$ cat src/design/lzwd_pkg.sv
// Package for the LZSS window decompressor.
// Holds the copy command passed from the parser to the copy engine.
// No dependencies.
`default_nettype none

package lzwd_pkg;

  localparam int unsigned WindowDepth = 4096;
  localparam int unsigned DistW       = 12;
  localparam int unsigned LenW        = 5;
  localparam int unsigned CmdDepth    = 4;
  localparam int unsigned RemW        = 24;
  localparam logic [3:0]  MatchBias   = 4'd3;
  localparam logic [3:0]  GroupTokens = 4'd8;

  typedef struct packed {
    logic             lit;
    logic [7:0]       data;
    logic [DistW-1:0] offset;
    logic [LenW-1:0]  len;
    logic             eod;
  } cmd_t;

endpackage

`default_nettype wire

$ cat src/design/lzwd_cmd_fifo.sv
// Short command queue between the parser and the copy engine.
// Depends on lzwd_pkg.
`default_nettype none

module lzwd_cmd_fifo
  import lzwd_pkg::*;
(
  input  wire logic clk_i,
  input  wire logic rst_ni,
  input  wire logic push_i,
  input  wire cmd_t cmd_i,
  output logic      full_o,
  input  wire logic pop_i,
  output logic      empty_o,
  output cmd_t      head_o
);

  localparam int unsigned PtrW = $clog2(CmdDepth);
  localparam int unsigned CntW = $clog2(CmdDepth + 1);

  cmd_t            mem_q [CmdDepth];
  logic [PtrW-1:0] wr_q, rd_q;
  logic [CntW-1:0] cnt_q;

  assign full_o  = (cnt_q == CntW'(CmdDepth));
  assign empty_o = (cnt_q == '0);
  assign head_o  = mem_q[rd_q];

  always_ff @(posedge clk_i) begin
    if (push_i) begin
      mem_q[wr_q] <= cmd_i;
    end
  end

  always_ff @(posedge clk_i or negedge rst_ni) begin
    if (!rst_ni) begin
      wr_q  <= '0;
      rd_q  <= '0;
      cnt_q <= '0;
    end else begin
      if (push_i) begin
        wr_q <= wr_q + PtrW'(1);
      end
      if (pop_i) begin
        rd_q <= rd_q + PtrW'(1);
      end
      cnt_q <= cnt_q + CntW'(push_i) - CntW'(pop_i);
    end
  end

endmodule

`default_nettype wire

$ cat config.mk
export PLATFORM = sky130hd
export DESIGN_NAME = lzwd_cmd_fifo
export DESIGN_NICKNAME = d
export VERILOG_FILES = /design/src/design/lzwd_pkg.sv /design/src/design/lzwd_cmd_fifo.sv
export SDC_FILE = /design/constraint.sdc
export NUM_CORES = 1
export LEC_CHECK = 0
export BUFFER_PORTS_ARGS = -buffer_cell sky130_fd_sc_hd__buf_2
export CAP_MARGIN = 20
export CORE_AREA = 5 5 109 101
export DETAILED_ROUTE_END_ITERATION = 6
export DIE_AREA = 0 0 114 106
export PLACE_DENSITY = 0.74
export SETUP_SLACK_MARGIN = 0.02
export SYNTH_ARGS = -nofsm -noshare
export SYNTH_HDL_FRONTEND = slang
export SYNTH_SLANG_ARGS = --single-unit
export TNS_END_PERCENT = 5
$ cat constraint.sdc
create_clock -name clk_i -period 2.4 [get_ports clk_i]
set_input_delay 0.48 -clock clk_i [delete_from_list [all_inputs] [get_ports clk_i]]
set_output_delay 0.48 -clock clk_i [all_outputs]
set_load 0.01 [all_outputs]
==> metrics.yaml, run 1 <==
status:
  status: "finished clean"
route:
  drtIter0Drc: 102
  wl_per_cell_um: 18.0
  drtPass1Iterations: 4
  drc: 0
  viasPerCell: 4.95
  ant_nets: 0
  vias: 2006
  drt-total-wl_um: 7300
sta:
  setup_viol: 0
  tightest_slew_ns: 0.516
  period_share_pct: 96.7
  slew_violations: 0
  finalClockSkew_ns: 0.00628
  fmax_mhz: 431
  fin_crit_ns: 2.32
  layout_setup_ws_ns: 0.0782
  rsz0062_at_grt: "yes"
  whs_ns: 0.184
  slew_headroom_pct: 65.6
  hold_viol: 0
cts:
  clock_sinks: 115
  clk_pin_slew_ns: 0.06
  cts_tree: "yes"
  numCtsBuffers: 17
  clockBufferDepth: 2
  htree_num_levels: 4
  root_buffer: "clkbuf_8"
  insertion_delay_ns: 0.51
logic_synthesis:
  ys_types: 18
  synthCells: 175
  synth_seq_cells: 115
  netlist.area_leader.share_pct: 75.5
  synth_warnings: 0
  seq_area_frac_synth_pct: 79.6
  synth_edf_count: 108
  netlist_area_um2: 4290
  avgSynthCellArea_um2: 24.5
  yosysMostFrequentCell: "edfxtp_1"
  yosys_most_used_dff: "edfxtp_1"
  synthArstFlopShare_pct: 6.09
  synth_nets: 213
  synth_top_area_cell: "edfxtp_1"
  synth_common_cells: "edfxtp_1 (108), mux4_2 (26), dfrtp_1 (7)"
  synthTopCellsByArea: "edfxtp_1 (76%), mux4_2 (14%), dfrtp_1 (4.1%)"
finish:
  antenna_cells: 0
  regArea_um2: 3420
  finalInstanceArea_um2: 5580
  finalNetCount: 301
  multiInputGateArea_um2: 800
  area_growth_pct: 30.0
  drive_above_1_share_pct: 48.2
  fillers: 728
min_path:
  worstHoldPathType: "input port to flip-flop"
setup_path:
  critPathRequiredTime_ns: 1.92
  cp-end-kind: "output port"
  cp.arrival_ns: 1.84
  cp-start-kind: "flip-flop"
  criticalPathCategory: "flip-flop to output port"
  worst-path-max-fanout: 14
die:
  pin_count: 60
  start_util_pct: 43.6
  die_y_um: 106
  core_um2: 9850
  rows: 35
  die_x_um: 114
  die_area_um2: 12100
global_route:
  grt_usage_pct: 13.1
  grt_pass1_vias: 2207
  antenna_found_initial: 0
  grt.overflow.total: 0
  grt_first_pass_wirelength_um: 11500
  grt_max_degree: 17
placed_design:
  port_buffers: 59
  dpl_cell_area_um2: 4850
  gp_congestion: 0.671
  hpwl_um: 4710
  place_ws_ns: 0.442
power:
  p_sw_w: 0.00200
  combinationalPowerShare_pct: 28.0
  p_leak_nw: 2.03
  ir_worst_vdd_v: 0.000602
  seqPwrFrac_pct: 37.4
  intPower_w: 0.00546
  clock_power_share_pct: 34.6
  switching_share_pct: 26.8
  powerDensity_nw_per_um2: 1340
run:
  max-cap-violations: 0
[path summary, 6_finish.rpt]
kind / from / endpoint / slack [ns] / depth (start not counted)
max: rd_q[0] / head_o[20] / 0.08 / 3
min: cmd_i[19] / mem_q[3][19] / 0.18 / 1
max reg2reg: wr_q[0] / mem_q[0][18] / 0.72 / 4
min reg2reg: wr_q[0] / wr_q[0] / 0.53 / 1
max in group asynchronous: rst_ni / rd_q[0] / 1.88 / 2
min in group asynchronous: rst_ni / cnt_q[0] / 0.34 / 2
[state kept, by name, summed over array words and instances (netlist names)]
signal / cells
rd_q: 2
mem_q: 108
cnt_q: 3
wr_q: 2
[logic make-up after synthesis]
logic type	share of synthesized area (%)
xor gates and xnor gates	1.02
DFF	79.6
and+or+nand+nor	1.02
adders and majority gates	2.21
AOI/OAI and AO/OA	0.116
muxes	14.2
buffers and inverters	1.78
[layout make-up]
type | instances | share of cell area (%)
multi-input combinational | 48 | 14.3
clock inverter | 15 | 3.70
clock buffer | 17 | 7.42
timing repair buffer | 75 | 9.98
sequential | 115 | 61.3
inverter | 6 | 0.403
tap | 129 | 2.89
[worst max-delay path, cell delays in order (launching register included)]
cell     delay, ns
dfrtp_2       0.44
buf_12        0.20
mux4_2        0.54
buf_6         0.14
[per-layer routing]
layer	track usage, %	part of all wire (%)	up-vias	routed length, µm
li1	-	-	906	-
met1	15.9	42	1037	3080
met2	20.4	50	50	3670
met3	5.69	5.8	13	425
met4	5.60	1.7	0	126
met5	0	0	-	0
[power groups by stage]
stage	registers, W	logic [W]	clock network [W]
after floorplan	0.00276	0.00126	0
after global routing	0.00282	0.00227	0.00274
after detailed placement	0.00284	0.00191	0
after CTS	0.00279	0.00197	0.00263
after global placement	0.00282	0.00188	0
final	0.00279	0.00209	0.00258
[cells in the final DEF (no fill, tap or decap)]
cell	instances
ha_1	6
clkinv_1	1
buf_8	1
dfrtp_2	2
clkinv_4	6
inv_1	6
fa_1	1
bufinv_16	4
buf_4	9
clkinv_2	1
buf_12	5
and3_1	1
xor2_1	2
inv_6	2
edfxtp_1	108
xnor2_1	3
and2_1	4
nor3_1	1
buf_2	48
dlygate4sd3_1	1
clkbuf_8	1
mux4_1	1
clkinvlp_4	1
dfrtp_1	5
mux4_2	26
buf_6	11
clkbuf_16	16
o21ai_0	1
nand2_1	2
[per-stage QoR]
stage | utilization, % | std cells | setup TNS, ns | total power (W)
final | 56.6 | 405 | 0 | 0.00746
after global routing | 56.6 | 405 | -0.0197 | 0.00783
after CTS | 55.9 | 405 | 0 | 0.00739
after detailed placement | 49.2 | 369 | 0 | 0.00475
after global placement | 49.2 | 369 | 0 | 0.00470
after floorplan | - | 175 | 0 | 0.00401
[what timing repair did]
| action | 4_1_cts | 5_1_grt |
|---|---|---|
| pin swaps | 0 | 0 |
| buffers inserted | 3 | 0 |
| endpoints found under the hold margin | 7 | 0 |
| setup endpoints to repair | 22 | 23 |
| cloned | 0 | 0 |
| hold buffers | 1 | 0 |
| resized for setup | 1 | 13 |
No activity file was read; power rests on OpenSTA's default activity.
==> run 2, diff against run 1 <==
==> constraint.sdc (replaced) <==
create_clock -name clk_i -period 2.4 [get_ports clk_i]
set_input_delay 0.48 -clock clk_i [delete_from_list [all_inputs] [get_ports clk_i]]
set_output_delay 0.48 -clock clk_i [all_outputs]
set_load 0.005 [all_outputs]
==> metrics.yaml, run 2 (synthesis gave the netlist of run 1 again) <==
sta:
  slew_headroom_pct: 66.7
  rsz0062_at_grt: "no"
  slew_violations: 0
  setup_viol: 0
  fin_crit_ns: 2.29
  finalClockSkew_ns: 0.00386
  tightest_slew_ns: 0.500
  hold_viol: 0
  period_share_pct: 95.2
  fmax_mhz: 438
  finalSetupTns_ns: 0
  layout_setup_ws_ns: 0.115
power:
  powerDensity_nw_per_um2: 1260
  ir_worst_vdd_v: 0.000654
  p_leak_nw: 1.96
finish:
  antenna_cells: 0
  mostFrequentLayoutCells: "edfxtp_1 (108), buf_2 (59), mux4_2 (26), clkbuf_16 (16)"
  finalNetCount: 299
  area_growth_pct: 26.7
  drive_above_1_share_pct: 47.1
  regMostFlops: "mem_q"
  final_common_cell: "edfxtp_1"
  largest_reg_flops: 108
  fillers: 766
  regArea_um2: 3420
  top_regs: "mem_q (108), cnt_q (3)"
  multiInputGateArea_um2: 800
die:
  rows: 35
  pin_count: 60
  core_um2: 9850
  die_y_um: 106
  die_x_um: 114
  die_area_um2: 12100
  start_util_pct: 43.6
cts:
  clk_pin_slew_ns: 0.05
  clock_sinks: 115
  clockBufferDepth: 2
  numCtsBuffers: 17
  htree_num_levels: 4
  insertion_delay_ns: 0.49
  root_buffer: "clkbuf_8"
  cts_tree: "yes"
min_path:
  worstHoldPathType: "input port to flip-flop"
setup_path:
  cp_slowest_stage_delay_ns: 0.53
  worst-path-max-fanout: 11
  critPathRequiredTime_ns: 1.92
  cp.arrival_ns: 1.81
  crit_chain: "buf_6 -> mux4_2 -> buf_2"
  cp-start-kind: "flip-flop"
  criticalPathCategory: "flip-flop to output port"
  slowest_stage: "mux4_2"
  r2r_slack_ns: 0.73
  cp-end-kind: "output port"
route:
  drt-total-wl_um: 7320
  drc: 0
  wl_per_cell_um: 18.2
  viasPerCell: 4.95
  vias: 1993
  ant_nets: 0
  drtIter0Drc: 107
  drtPass1Iterations: 4
global_route:
  grt.overflow.total: 0
  grt_first_pass_wirelength_um: 11900
  grt_pass1_vias: 2193
  antenna_found_initial: 0
  grt_usage_pct: 13.5
  grt_max_degree: 17
placed_design:
  gp_congestion: 0.672
  hpwl_um: 4770
  place_ws_ns: 0.465
  port_buffers: 59
status:
  status: "finished clean"
run:
  max-cap-violations: 0
-- run 2: changes by cell type in the layout (fill, tap and decap cells not counted) --
| cell | delta |
|---|---|
| buf_2 | +11 |
| buf_6 | -10 |
| clkinv_4 | -6 |
| clkinvlp_4 | +4 |
| buf_4 | -3 |
| bufinv_16 | -2 |
| clkinv_2 | +2 |
| buf_12 | +1 |
| buf_8 | -1 |
| clkbuf_1 | +1 |
| clkinv_1 | +1 |
-- run 2: area by class of cell --
type | instances | share of cell area (%)
repair buffers | 73 | 8.85
inverters | 6 | 0.414
clock buffers | 18 | 7.68
well taps | 129 | 2.97
flip-flops and latches | 115 | 62.9
clock inverters | 14 | 2.53
multi-input cells | 48 | 14.7
-- run 2: report_power, final --
part	internal, W	switching (W)	leakage, nW
logic	0.000966	0.000816	0.625
clock network	0.00147	0.000846	0.258
registers	0.00264	0.000145	1.07
total	0.00507	0.00181	1.96
-- run 2: timing repair --
action	CTS	global route
hold endpoints to repair	7	0
gates cloned	0	0
hold buffers	1	0
buffers inserted	1	0
resized for setup	1	1
setup endpoints to repair	12	1
-- run 2: metal layers --
metal,up-vias,global-route usage [%],share of wire (%)
li1,900,-,-
met1,1023,16.9,42
met3,8,5.41,6.0
met2,62,21.4,50
met5,-,0,0
met4,0,4.83,1.1
-- run 2: worst paths after layout --
| path | startpoint | endpoint | depth (start not counted) |
|---|---|---|---|
| worst max-delay path | rd_q[0] | head_o[26] | 3 |
| worst min-delay path | cmd_i[19] | mem_q[0][19] | 1 |
| worst max register to register | wr_q[0] | mem_q[0][22] | 4 |
| worst min register to register | wr_q[0] | wr_q[0] | 1 |
| max in group asynchronous | rst_ni | rd_q[0] | 2 |
| min in group asynchronous | rst_ni | cnt_q[2] | 2 |
-- run 2: per-stage QoR --
stage	cells	utilization (%)	hold WS [ns]	cell area, µm²	power [W]
2_1_floorplan	175	-	0.184	4290	0.00389
3_3_place_gp	369	49.4	0.320	4860	0.00459
3_5_place_dp	369	49.4	0.325	4860	0.00464
4_1_cts	403	55.2	0.170	5440	0.00700
5_1_grt	403	55.2	0.167	5440	0.00728
6_report	403	55.2	0.198	5440	0.00688
-- run 2: worst max-delay path: cells and delay by family, from the launching register on --
| family | cells | cell delay (ns) |
|---|---|---|
| multiplexers | 1 | 0.53 |
| buffers and inverters | 2 | 0.35 |
| flip-flops | 1 | 0.42 |
==> run 3, diff against run 2 <==
ABC_AREA = 1   (was not set)
CORE_AREA = 5 5 117 108   (was 5 5 109 101)
DIE_AREA = 0 0 122 113   (was 0 0 114 106)
PLACE_DENSITY = 0.73   (was 0.74)
==> metrics.yaml, run 3 <==
status:
  status: "finished clean"
finish:
  drive_above_1_share_pct: 17.8
  top_regs: "mem_q (108), cnt_q (3)"
  final_common_cell: "nand2_1"
  largest_reg_flops: 108
  regMostFlops: "mem_q"
  mostFrequentLayoutCells: "nand2_1 (146), inv_1 (120), edfxtp_1 (108), buf_2 (59), nand3_1 (55)"
  fin_util_pct: 53.3
  finalInstanceArea_um2: 5990
  area_growth_pct: 20.9
  finalNetCount: 577
placed_design:
  hpwl_um: 5860
  gp_congestion: 0.747
  dpl_cell_area_um2: 5410
  port_buffers: 59
logic_synthesis:
  ys_types: 16
  synth_warnings: 0
  netlist_area_um2: 4960
  netlist.area_leader.share_pct: 65.4
  synthArstFlopShare_pct: 6.09
  synth_nets: 506
  yosysMostFrequentCell: "nand2_1"
  synth_top_area_cell: "edfxtp_1"
  synth_edf_count: 108
  synthTopCellsByArea: "edfxtp_1 (65%), nand2_1 (11%), inv_1 (9.1%)"
  seq_area_frac_synth_pct: 69.0
  yosys_most_used_dff: "edfxtp_1"
  synthCells: 468
  synth_common_cells: "nand2_1 (146), inv_1 (120), edfxtp_1 (108)"
  avgSynthCellArea_um2: 10.6
  synth_seq_cells: 115
setup_path:
  cp-start-kind: "flip-flop"
  cp.arrival_ns: 1.74
  r2r-end: "cnt_q[2]"
  r2r_start: "cnt_q[0]"
  critPathRequiredTime_ns: 1.92
  criticalPathCategory: "flip-flop to output port"
  r2r_slack_ns: 0.72
  reg2regPathDepth: 9
  worst-path-max-fanout: 56
  cp-end-kind: "output port"
global_route:
  antenna_found_initial: 1
  grt_pass1_vias: 3262
  grt_usage_pct: 15.1
  grt.overflow.total: 0
  grt_max_degree: 57
  grt_first_pass_wirelength_um: 15600
sta:
  hold_viol: 0
  finalSetupTns_ns: 0
  finalClockSkew_ns: 0.00733
  rsz0062_at_grt: "no"
  slew_violations: 0
  setup_viol: 0
  fin_crit_ns: 2.22
  period_share_pct: 92.7
  slew_headroom_pct: 59.5
  fmax_mhz: 450
  tightest_slew_ns: 0.608
min_path:
  hold-path-endpoint: "mem_q[0][19]"
  worstHoldPathType: "input port to flip-flop"
  min_delay_path_depth: 1
  min-delay-start: "cmd_i[19]"
cts:
  clock_sinks: 115
  numCtsBuffers: 17
  cts-resized-gates: 0
  cts_tree: "yes"
  insertion_delay_ns: 0.40
  root_buffer: "clkbuf_16"
  clockBufferDepth: 2
  htree_num_levels: 4
  clk_pin_slew_ns: 0.05
die:
  rows: 37
  die_y_um: 113
  core_um2: 11200
  die_area_um2: 13800
  start_util_pct: 44.1
  pin_count: 60
  die_x_um: 122
power:
  ir_worst_vdd_v: 0.000872
  finalPower_w: 0.00746
  powerDensity_nw_per_um2: 1240
  p_leak_nw: 2.86
route:
  drt-total-wl_um: 9740
  drc: 0
  viasPerCell: 4.42
  drtPass1Iterations: 5
  wl_per_cell_um: 13.8
  vias: 3126
  drtIter0Drc: 234
  ant_nets: 0
run:
  max-cap-violations: 0
## run 3: what timing repair did
item                                   CTS  global route
endpoints found under the hold margin    7             0
hold buffers                             1             0
setup buffers                            0             0
## run 3: critical path, cell delays in order, from the launching register on
cell,delay (ns)
dfrtp_2,0.36
buf_4,0.51
nand2_1,0.14
nand3_1,0.11
nand2_1,0.08
buf_2,0.13
## run 3: how the worst max path moves through the flow
stage	startpoint	to	slack (ns)
after floorplan	push_i	mem_q[2][0]	0.72
after global placement	pop_i	cnt_q[2]	0.59
after detailed placement	pop_i	cnt_q[2]	0.53
after CTS	rd_q[0]	head_o[1]	0.15
after global routing	rd_q[0]	head_o[7]	0.06
final	rd_q[0]	head_o[1]	0.18
## run 3: area by class of cell
cell class | count | area (µm²)
tap | 156 | 195
antenna | 1 | 2.50
inverter | 122 | 460
clock buffer | 18 | 429
multi-input combinational | 214 | 960
fill | 941 | 5260
clock inverter | 13 | 143
timing repair buffer | 69 | 385
sequential | 115 | 3420
## run 3: routing by layer
layer	routed length, µm	vias to the layer above	global-route usage [%]
met5	0	-	0
met4	38	0	5.30
met3	549	2	5.85
met2	5030	74	26.3
met1	4120	1455	16.9
li1	-	1595	-
## run 3: through the flow
| step | instances | hold slack [ns] | setup slack [ns] |
|---|---|---|---|
| after floorplan | 468 | 0.184 | 0.719 |
| after global placement | 675 | 0.321 | 0.588 |
| after detailed placement | 675 | 0.323 | 0.532 |
| after CTS | 707 | 0.275 | 0.154 |
| after global routing | 708 | 0.281 | 0.0554 |
| final | 708 | 0.294 | 0.176 |
## run 3: report_power, final
part | total (W) | leakage (nW) | internal (W) | switching [W]
Clock | 0.00242 | 0.282 | 0.00160 | 0.000817
Sequential | 0.00277 | 1.07 | 0.00264 | 0.000123
Combinational | 0.00228 | 1.50 | 0.000798 | 0.00148
## run 3: cell families (layout without fill, tap and decap cells)
group                    Yosys count  after routing  share of synthesized area, %
adder cells (fa/ha/maj)            7              7                          1.92
AO/OA/AOI/OAI                      1              1                         0.101
AND/OR/NAND/NOR                  203            203                          16.8
flip-flops                       115            115                          69.0
XOR/XNOR                           3              3                         0.530
buffers and inverters            139            222                          11.7
other                              0              1                             0
