===== src/design/lzwd_pkg.sv =====
// Package for the LZSS window decompressor.
// Holds the copy command passed from the parser to the copy engine.
// No dependencies.
`default_nettype none

package lzwd_pkg;

  localparam int unsigned WindowDepth = 4096;
  localparam int unsigned DistW       = 12;
  localparam int unsigned LenW        = 5;
  localparam int unsigned CmdDepth    = 4;
  localparam int unsigned RemW        = 24;
  localparam logic [3:0]  MatchBias   = 4'd3;
  localparam logic [3:0]  GroupTokens = 4'd8;

  typedef struct packed {
    logic             lit;
    logic [7:0]       data;
    logic [DistW-1:0] offset;
    logic [LenW-1:0]  len;
    logic             eod;
  } cmd_t;

endpackage

`default_nettype wire


===== src/design/lzwd_front.sv =====
// Stream parser: reads header, flag bytes and tokens, and issues copy commands.
// Depends on lzwd_pkg.
`default_nettype none

module lzwd_front
  import lzwd_pkg::*;
(
  input  wire logic       clk_i,
  input  wire logic       rst_ni,
  input  wire logic       in_valid_i,
  output logic            in_ready_o,
  input  wire logic [7:0] in_byte_i,
  input  wire logic       start_of_stream_i,
  input  wire logic       full_i,
  output logic            push_o,
  output cmd_t            cmd_o
);

  typedef enum logic [2:0] {
    PhIdle, PhHdr1, PhHdr2, PhHdr3, PhFlags, PhToken, PhMatch2
  } phase_e;

  phase_e          phase_q, phase_d;
  logic [RemW-1:0] rem_q, rem_d;
  logic [7:0]      flags_q, flags_d;
  logic [3:0]      tl_q, tl_d;
  logic [7:0]      m1_q, m1_d;

  logic            acc;
  logic [LenW-1:0] mlen;
  logic [LenW-1:0] clen;
  logic [RemW-1:0] rem_tok;
  logic [3:0]      tl_dec;
  logic [RemW-1:0] hdr_len;

  assign in_ready_o = !full_i;
  assign acc        = in_valid_i && in_ready_o;
  assign mlen       = LenW'(m1_q[7:4]) + LenW'(MatchBias);
  assign clen       = (RemW'(mlen) > rem_q) ? LenW'(rem_q) : mlen;
  assign tl_dec     = tl_q - 4'd1;
  assign hdr_len    = rem_q | {in_byte_i, 16'd0};

  always_comb begin
    phase_d = phase_q;
    rem_d   = rem_q;
    flags_d = flags_q;
    tl_d    = tl_q;
    m1_d    = m1_q;
    push_o  = 1'b0;
    rem_tok = rem_q;
    cmd_o   = '{lit: 1'b1, data: in_byte_i, offset: '0, len: LenW'(1), eod: 1'b0};
    if (acc) begin
      if (start_of_stream_i) begin
        rem_d   = '0;
        flags_d = '0;
        tl_d    = '0;
        phase_d = PhHdr1;
      end else begin
        unique case (phase_q)
          PhHdr1: begin
            rem_d   = RemW'(in_byte_i);
            phase_d = PhHdr2;
          end
          PhHdr2: begin
            rem_d   = rem_q | {8'd0, in_byte_i, 8'd0};
            phase_d = PhHdr3;
          end
          PhHdr3: begin
            rem_d   = hdr_len;
            phase_d = (hdr_len == '0) ? PhIdle : PhFlags;
          end
          PhFlags: begin
            flags_d = in_byte_i;
            tl_d    = GroupTokens;
            phase_d = PhToken;
          end
          PhToken, PhMatch2: begin
            if (phase_q == PhToken && flags_q[7]) begin
              m1_d    = in_byte_i;
              phase_d = PhMatch2;
            end else begin
              if (phase_q == PhMatch2) begin
                cmd_o.lit    = 1'b0;
                cmd_o.offset = DistW'({m1_q[3:0], in_byte_i}) + DistW'(1);
                cmd_o.len    = clen;
                rem_tok      = rem_q - RemW'(clen);
              end else begin
                rem_tok = rem_q - RemW'(1);
              end
              cmd_o.eod = (rem_tok == '0);
              push_o    = 1'b1;
              rem_d     = rem_tok;
              flags_d   = {flags_q[6:0], 1'b0};
              tl_d      = tl_dec;
              if (rem_tok == '0) begin
                phase_d = PhIdle;
              end else if (tl_dec == 4'd0) begin
                phase_d = PhFlags;
              end else begin
                phase_d = PhToken;
              end
            end
          end
          default: phase_d = PhIdle;
        endcase
      end
    end
  end

  always_ff @(posedge clk_i or negedge rst_ni) begin
    if (!rst_ni) begin
      phase_q <= PhIdle;
      rem_q   <= '0;
      flags_q <= '0;
      tl_q    <= '0;
      m1_q    <= '0;
    end else begin
      phase_q <= phase_d;
      rem_q   <= rem_d;
      flags_q <= flags_d;
      tl_q    <= tl_d;
      m1_q    <= m1_d;
    end
  end

endmodule

`default_nettype wire


===== config.mk =====
export PLATFORM = sky130hd
export DESIGN_NAME = lzwd_front
export DESIGN_NICKNAME = d
export VERILOG_FILES = /design/src/design/lzwd_pkg.sv /design/src/design/lzwd_front.sv
export SDC_FILE = /design/constraint.sdc
export NUM_CORES = 1
export LEC_CHECK = 0
export ABC_AREA = 1
export BUFFER_PORTS_ARGS = -buffer_cell sky130_fd_sc_hd__buf_2
export CAP_MARGIN = 20
export CORE_MARGIN = 5
export CORE_UTILIZATION = 50
export DETAILED_ROUTE_END_ITERATION = 7
export PLACE_DENSITY = 0.65
export SLEW_MARGIN = 20
export SYNTH_ARGS = -nofsm -noshare
export SYNTH_HDL_FRONTEND = slang
export SYNTH_SLANG_ARGS = --single-unit

===== constraint.sdc =====
create_clock -name clk_i -period 4.3 [get_ports clk_i]
set_input_delay 0.215 -clock clk_i [delete_from_list [all_inputs] [get_ports clk_i]]
set_output_delay 0.215 -clock clk_i [all_outputs]
set_load 0.02 [all_outputs]

==> run_summary.xml, run 1 <==
<?xml version="1.0" encoding="UTF-8"?>
<metrics>
  <group name="status">
    <metric name="status" unit="">complete, but fails checks</metric>
    <metric name="violations" unit="">negative setup slack</metric>
  </group>
  <group name="grt">
    <metric name="vias_in_the_first_global_route" unit="">4522</metric>
    <metric name="grt_usage" unit="%">27.6</metric>
    <metric name="grt_start_max_net_pins" unit="">43</metric>
    <metric name="grt_pass1_wl" unit="mm">21.9</metric>
    <metric name="antenna_violations_before_repair" unit="">0</metric>
    <metric name="grt_overflow_total" unit="">0</metric>
  </group>
  <group name="yosys">
    <metric name="yosysTopAreaCell" unit="">dfrtp_1</metric>
    <metric name="most_instantiated_library_cell_after_synthesis" unit="">nand2_1</metric>
    <metric name="number_of_enable_flip_flop_cells_after_synthesis" unit="">0</metric>
    <metric name="synth-seq-cells" unit="">47</metric>
    <metric name="netlist_top_cells_area" unit="">dfrtp_1 (29%), nand2_1 (14%), inv_1 (8.8%), nor2_1 (7.2%), o21ai_0 (6.1%)</metric>
    <metric name="avgSynthCellArea" unit="sq um">6.46</metric>
    <metric name="syn-cell-area" unit="sq mm">0.00404</metric>
    <metric name="synth_top_cells_by_count" unit="">nand2_1 (149), inv_1 (95), nor2_1 (78)</metric>
    <metric name="synthArstFlopShare" unit="%">100</metric>
    <metric name="post_synthesis_sequential_area_ratio" unit="%">29.1</metric>
    <metric name="post_synth_inst_count" unit="">625</metric>
    <metric name="synth_largest_type_area_fraction" unit="%">29.1</metric>
    <metric name="synth_flop_cell" unit="">dfrtp_1</metric>
    <metric name="netlist-cell-type-count" unit="">42</metric>
    <metric name="ys_warn_count" unit="">0</metric>
    <metric name="syn-num-nets" unit="">653</metric>
  </group>
  <group name="clock_tree">
    <metric name="max-clock-path-buffers" unit="">2</metric>
    <metric name="cts_made_buffers" unit="">5</metric>
    <metric name="htreeDepth" unit="">2</metric>
    <metric name="path_clk_slew" unit="ns">0.10</metric>
    <metric name="clock_tree.root_cell" unit="">clkbuf_8</metric>
    <metric name="worstSkewPairLatency" unit="ns">0.32</metric>
    <metric name="cts_tree" unit="">yes</metric>
    <metric name="cts.sinks" unit="">47</metric>
  </group>
  <group name="sta">
    <metric name="setup_violations" unit="">1</metric>
    <metric name="final.setup_skew" unit="ns">0.0115</metric>
    <metric name="slew_headroom" unit="%">49.4</metric>
    <metric name="grt_setup_unrepaired" unit="">yes</metric>
    <metric name="post-route-min-period" unit="ns">4.45</metric>
    <metric name="report.final.slew_viol_count" unit="">0</metric>
    <metric name="worst_slew_pin_slew" unit="ns">0.757</metric>
    <metric name="period_share" unit="%">103</metric>
    <metric name="fmaxAchievable" unit="GHz">0.225</metric>
    <metric name="post_layout_worst_setup_margin" unit="ns">-0.150</metric>
    <metric name="hold_violations" unit="">0</metric>
  </group>
  <group name="critical_path">
    <metric name="cp_data_required_time" unit="ns">4.09</metric>
    <metric name="critical_path.max_fanout" unit="">7</metric>
    <metric name="kind_of_start_point_of_the_critical_path" unit="">flip-flop</metric>
    <metric name="crit_type" unit="">reg2out</metric>
    <metric name="reg2reg_depth" unit="">30</metric>
    <metric name="worst_ep_arrival_time" unit="ns">4.23</metric>
    <metric name="category_of_the_worst_setup_path_capture_point" unit="">primary output</metric>
    <metric name="critical-path-slowest-cell" unit="">dfrtp_1</metric>
    <metric name="max_stage_delay" unit="ns">0.42</metric>
  </group>
  <group name="die">
    <metric name="die_area" unit="sq mm">0.00998</metric>
    <metric name="floorplan.rows" unit="">32</metric>
    <metric name="ios" unit="">42</metric>
    <metric name="die-width" unit="microns">99.9</metric>
    <metric name="core_region_area" unit="sq mm">0.00781</metric>
    <metric name="die-height" unit="microns">99.9</metric>
    <metric name="initial_core_util" unit="%">51.7</metric>
  </group>
  <group name="place">
    <metric name="numPortBuffers" unit="">41</metric>
    <metric name="place_hpwl" unit="mm">10.1</metric>
    <metric name="gpl.final_weighted_congestion" unit="">0.955</metric>
  </group>
  <group name="hold_path">
    <metric name="whs_path_depth" unit="">4</metric>
    <metric name="hold_path_class" unit="">in2reg</metric>
  </group>
  <group name="power">
    <metric name="p_seq_share" unit="%">19.9</metric>
    <metric name="clock_power_share" unit="%">10.6</metric>
    <metric name="netSwitchingPower" unit="mW">1.36</metric>
    <metric name="combinational_power_share" unit="%">69.5</metric>
    <metric name="power_switching_share" unit="%">47.6</metric>
    <metric name="cellLeakagePower" unit="nW">2.60</metric>
    <metric name="totalPowerFinal" unit="mW">2.85</metric>
    <metric name="intPower" unit="mW">1.49</metric>
    <metric name="powerDensity" unit="mW/mm^2">558</metric>
    <metric name="ir_drop" unit="uV">214</metric>
  </group>
  <group name="route">
    <metric name="wl_cell" unit="microns">16.9</metric>
    <metric name="first_iter_violations" unit="">271</metric>
    <metric name="via_count" unit="">4567</metric>
    <metric name="drcViolationCount" unit="">0</metric>
    <metric name="wl" unit="mm">13.8</metric>
    <metric name="vias_per_cell" unit="">5.59</metric>
    <metric name="ant_nets" unit="">0</metric>
    <metric name="dr.pass1.iters" unit="">7</metric>
  </group>
  <group name="final_layout">
    <metric name="antenna-diode-count" unit="">0</metric>
    <metric name="register_area" unit="sq mm">0.00118</metric>
    <metric name="area.growth.synth_to_final" unit="%">26.3</metric>
    <metric name="layout.nets" unit="">742</metric>
    <metric name="area_taken_by_multi_input_logic_gates" unit="sq mm">0.00261</metric>
    <metric name="final.fill_count" unit="">760</metric>
    <metric name="post_route_cells_drive_above_1_share" unit="%">26.3</metric>
    <metric name="layout.core_utilization" unit="%">65.4</metric>
  </group>
  <group name="flow_run">
    <metric name="max-cap-violations" unit="">0</metric>
  </group>
</metrics>
## through the flow
stage	cells	setup slack (ns)	cell area (sq um)	hold slack, ns	setup TNS, ns
CTS	809	-0.122	4880	0.231	-0.158
floorplan	625	0.335	4040	-0.0806	0
finish	817	-0.150	5100	0.226	-0.150
detailed placement	771	-0.120	4410	0.0393	-0.155
global placement	771	-0.178	4410	0.0350	-0.230
global route	817	-0.454	5100	0.249	-0.854
## power groups by stage
| stage | sequential (mW) | combinational [mW] | clock, mW |
|---|---|---|---|
| after floorplan | 0.553 | 0.976 | 0 |
| after global placement | 0.566 | 1.37 | 0 |
| after detailed placement | 0.567 | 1.38 | 0 |
| after CTS | 0.562 | 1.69 | 0.310 |
| after global routing | 0.572 | 2.17 | 0.329 |
| final | 0.565 | 1.98 | 0.303 |
## what timing repair did
action                     in CTS  in global routing
gates resized for setup        31                 52
setup endpoints to repair       3                  4
pin swaps                      23                 42
buffers inserted               29                 14
hold endpoints to repair        5                  0
gates cloned                    0                  0
hold buffers                    1                  0
## state kept, by name, indices dropped and copies added (netlist names)
| name | count |
|---|---|
| rem_q | 24 |
| flags_q | 8 |
| m1_q | 8 |
| tl_q | 4 |
| phase_q | 3 |
## critical path: cells and delay by family, from the launching register on
family	cells	cell delay, ns
buf+inv	7	0.63
flops	1	0.42
fa+ha+maj	3	0.89
compound gates	5	0.76
simple gates	10	1.22
## cells by family after synthesis
logic type / count (synthesis) / synth area share, %
fa+ha+maj: 15 / 4.83
flops: 47 / 29.1
compound gates: 117 / 17.3
simple gates: 321 / 35.0
buf+inv: 119 / 12.4
xor+xnor: 6 / 1.30
## placed cells by master, fill, tap and decap left out, drive strengths merged, types with 5 or more instances in the layout
| master | Yosys | routed |
|---|---|---|
| nand4 | 13 | 13 |
| o21ai | 53 | 53 |
| nor3 | 9 | 9 |
| inv | 101 | 103 |
| a21oi | 21 | 21 |
| nor2 | 93 | 93 |
| clkbuf | 6 | 5 |
| dfrtp | 47 | 47 |
| o31ai | 6 | 6 |
| nor4 | 5 | 5 |
| ha | 14 | 14 |
| buf | 12 | 99 |
| nor3b | 5 | 5 |
| nand2 | 152 | 152 |
| o22ai | 12 | 12 |
| a22oi | 11 | 11 |
| nand3 | 41 | 41 |
## routing by layer
metal	GRT usage (%)	vias up	share of wire [%]
met4	12.9	0	3.1
met3	4.31	40	6.3
met1	33.6	2138	42
met2	47.6	172	49
li1	-	2217	-
met5	0	-	0
## area by class of cell
cell class	instances	area share [%]
clock buffers	5	1.35
multi-input cells	459	51.1
flip-flops and latches	47	23.0
clock inverters	3	0.539
inverters	101	7.53
repair buffers	100	14.0
well taps	102	2.50
## path summary, 6_finish.rpt
| kind | slack, ns | start | to |
|---|---|---|---|
| setup / recovery | -0.15 | m1_q[4] | cmd_o[0] |
| hold / removal | 0.23 | in_valid_i | phase_q[2] |
| setup reg to reg | 0.01 | m1_q[4] | rem_q[23] |
| hold reg to reg | 0.50 | m1_q[3] | m1_q[3] |
| max in group asynchronous | 3.26 | rst_ni | m1_q[7] |
| min in group asynchronous | 0.24 | rst_ni | rem_q[12] |
Note: power is estimated with default switching activity, not from simulation.
==> inputs of run 2 (changes only) <==
- BUFFER_PORTS_ARGS: -buffer_cell sky130_fd_sc_hd__buf_2 -> -buffer_cell sky130_fd_sc_hd__buf_4
==> run 2 against run 1 <==
Effect of this change:
- the run still ends with negative setup slack left
- critical path depth increased by 3
- combinational power is 11% lower
- first-iteration DRC count shrank 5.2%
- routed wire length fell by 1.8%
- count of clock-buffer cells in the layout did not move
- sequential share of layout area grew 0.50 points
- utilization shrank 1.4 points
==> run_summary.xml, run 2 (same netlist as run 1, synthesis figures left out) <==
<?xml version="1.0" encoding="UTF-8"?>
<metrics>
  <group name="sta">
    <metric name="setup_violations" unit="">1</metric>
    <metric name="period_share" unit="%">105</metric>
    <metric name="worst_slew_pin_slew" unit="ns">0.737</metric>
    <metric name="grt_setup_unrepaired" unit="">yes</metric>
    <metric name="post_layout_worst_setup_margin" unit="ns">-0.197</metric>
    <metric name="final.setup_skew" unit="ns">0.0138</metric>
    <metric name="hold_violations" unit="">0</metric>
    <metric name="fmaxAchievable" unit="GHz">0.222</metric>
    <metric name="slew_headroom" unit="%">50.7</metric>
    <metric name="post-route-min-period" unit="ns">4.50</metric>
    <metric name="report.final.slew_viol_count" unit="">0</metric>
  </group>
  <group name="place">
    <metric name="numPortBuffers" unit="">41</metric>
    <metric name="gpl.final_weighted_congestion" unit="">1.02</metric>
    <metric name="place_area" unit="sq mm">0.00455</metric>
    <metric name="place_hpwl" unit="mm">10.2</metric>
    <metric name="placedCellCount" unit="">776</metric>
  </group>
  <group name="route">
    <metric name="first_iter_violations" unit="">257</metric>
    <metric name="ant_nets" unit="">0</metric>
    <metric name="via_count" unit="">4513</metric>
    <metric name="wl" unit="mm">13.5</metric>
    <metric name="wl_cell" unit="microns">16.9</metric>
    <metric name="vias_per_cell" unit="">5.63</metric>
    <metric name="drcViolationCount" unit="">0</metric>
    <metric name="dr.pass1.iters" unit="">5</metric>
  </group>
  <group name="clock_tree">
    <metric name="cts.sinks" unit="">47</metric>
    <metric name="cts_made_buffers" unit="">5</metric>
    <metric name="cts_tree" unit="">yes</metric>
    <metric name="path_clk_slew" unit="ns">0.10</metric>
    <metric name="max-clock-path-buffers" unit="">2</metric>
    <metric name="worstSkewPairLatency" unit="ns">0.32</metric>
    <metric name="clock_tree.root_cell" unit="">clkbuf_8</metric>
    <metric name="htreeDepth" unit="">2</metric>
  </group>
  <group name="grt">
    <metric name="vias_in_the_first_global_route" unit="">4462</metric>
    <metric name="grt_start_max_net_pins" unit="">48</metric>
    <metric name="grt_pass1_wl" unit="mm">21.8</metric>
    <metric name="antenna_violations_before_repair" unit="">0</metric>
    <metric name="grt_overflow_total" unit="">0</metric>
    <metric name="grt_usage" unit="%">27.4</metric>
  </group>
  <group name="critical_path">
    <metric name="kind_of_start_point_of_the_critical_path" unit="">flip-flop</metric>
    <metric name="critical_path.max_fanout" unit="">7</metric>
    <metric name="cp_data_required_time" unit="ns">4.09</metric>
    <metric name="max_stage_delay" unit="ns">0.40</metric>
    <metric name="critical-path-slowest-cell" unit="">dfrtp_1</metric>
    <metric name="crit_family" unit="">simple AND/OR/NAND/NOR gates</metric>
    <metric name="crit_buf_inv" unit="">8</metric>
    <metric name="crit_top_cell" unit="">inv_2</metric>
    <metric name="category_of_the_worst_setup_path_capture_point" unit="">primary output</metric>
    <metric name="worst_ep_arrival_time" unit="ns">4.28</metric>
    <metric name="crit_type" unit="">reg2out</metric>
  </group>
  <group name="final_layout">
    <metric name="reg_top3" unit="">rem_q (24), flags_q (8), m1_q (8)</metric>
    <metric name="final_cell_mix" unit="">nand2_1 (136), inv_1 (88), buf_4 (74), nor2_1 (73), dfrtp_1 (47)</metric>
    <metric name="layout.cells.most_common" unit="">nand2_1</metric>
    <metric name="layout.cells.non_filler" unit="">802</metric>
    <metric name="largest_reg_flops" unit="">24</metric>
    <metric name="post_route_cells_drive_above_1_share" unit="%">23.3</metric>
    <metric name="layout.nets" unit="">727</metric>
    <metric name="max_flop_register" unit="">rem_q</metric>
    <metric name="antenna-diode-count" unit="">0</metric>
    <metric name="stdcell_area" unit="sq mm">0.00499</metric>
    <metric name="area.growth.synth_to_final" unit="%">23.6</metric>
  </group>
  <group name="hold_path">
    <metric name="hold_path_class" unit="">in2reg</metric>
  </group>
  <group name="flow_run">
    <metric name="max-cap-violations" unit="">0</metric>
  </group>
  <group name="status">
    <metric name="status" unit="">complete, but fails checks</metric>
    <metric name="violations" unit="">negative setup slack</metric>
  </group>
  <group name="die">
    <metric name="ios" unit="">42</metric>
    <metric name="die-width" unit="microns">99.9</metric>
    <metric name="floorplan.rows" unit="">32</metric>
    <metric name="initial_core_util" unit="%">51.7</metric>
    <metric name="die-height" unit="microns">99.9</metric>
    <metric name="die_area" unit="sq mm">0.00998</metric>
    <metric name="core_region_area" unit="sq mm">0.00781</metric>
  </group>
  <group name="power">
    <metric name="netSwitchingPower" unit="mW">1.28</metric>
    <metric name="ir_drop" unit="uV">202</metric>
    <metric name="totalPowerFinal" unit="mW">2.63</metric>
    <metric name="clock_power_share" unit="%">11.3</metric>
    <metric name="cellLeakagePower" unit="nW">2.52</metric>
    <metric name="power_switching_share" unit="%">48.7</metric>
    <metric name="p_seq_share" unit="%">21.5</metric>
    <metric name="intPower" unit="mW">1.35</metric>
    <metric name="powerDensity" unit="mW/mm^2">527</metric>
    <metric name="combinational_power_share" unit="%">67.2</metric>
  </group>
</metrics>
[run 2: cell count changes in the layout (fill, tap and decap cells not counted), sizes merged]
cell / change
buf: -15
[run 2: worst reg2reg max path: cells and delay by family, from the launching register on]
kind            cells  cell delay [ns]
compound gates      8             0.96
simple gates        6             0.56
buf+inv            12             1.05
flops               1             0.40
fa+ha+maj           4             1.13
[run 2: worst paths after layout]
kind                             from          to  slack [ns]  cells after the start
max reg2reg                   m1_q[4]   rem_q[22]        0.05                     30
max in group asynchronous      rst_ni   rem_q[18]        3.41                      2
max                           m1_q[4]    cmd_o[0]       -0.20                     28
min in group asynchronous      rst_ni   rem_q[15]        0.44                      2
min                        in_valid_i  phase_q[2]        0.23                      4
min reg2reg                flags_q[1]  flags_q[1]        0.51                      2
[run 2: routing by layer]
metal	part of all wire (%)	vias up	track usage (%)
li1	-	2190	-
met1	41	2099	34.4
met2	48	180	46.0
met3	7.6	44	4.59
met4	3.3	0	12.3
met5	0	-	0
[run 2: final cells by class]
type                    count  area [sq um]
clock buffers               5          68.8
clock inverters             3          27.5
fillers                   743          2810
inverters                 101           382
multi-input cells         459          2530
flip-flops and latches     47          1180
well taps                 102           128
repair buffers             85           678
[run 2: repair_timing]
| action | CTS | global route |
|---|---|---|
| setup endpoints to repair | 1 | 4 |
| hold buffers | 1 | 0 |
| pin swaps | 20 | 22 |
| buffers inserted | 12 | 5 |
| endpoints found under the hold margin | 47 | 0 |
| gates resized for setup | 34 | 24 |
[run 2: power by group through the flow]
stage          Clock (mW)  Sequential [mW]  Combinational (mW)
2_1_floorplan           0            0.553               0.976
5_1_grt             0.321            0.575                1.95
3_5_place_dp            0            0.569                1.43
6_report            0.297            0.567                1.77
3_3_place_gp            0            0.567                1.42
4_1_cts             0.300            0.563                1.62
[run 2: through the flow]
stage                     utilization [%]  setup slack, ns  hold slack (ns)  setup TNS (ns)
after floorplan                         -            0.335          -0.0806               0
after global placement               58.3          -0.0711            0.274         -0.0711
after detailed placement             58.3          -0.0479            0.279         -0.0479
after CTS                            62.6           -0.146            0.235          -0.146
after global routing                 64.0           -0.444            0.277          -0.862
final                                64.0           -0.197            0.228          -0.197
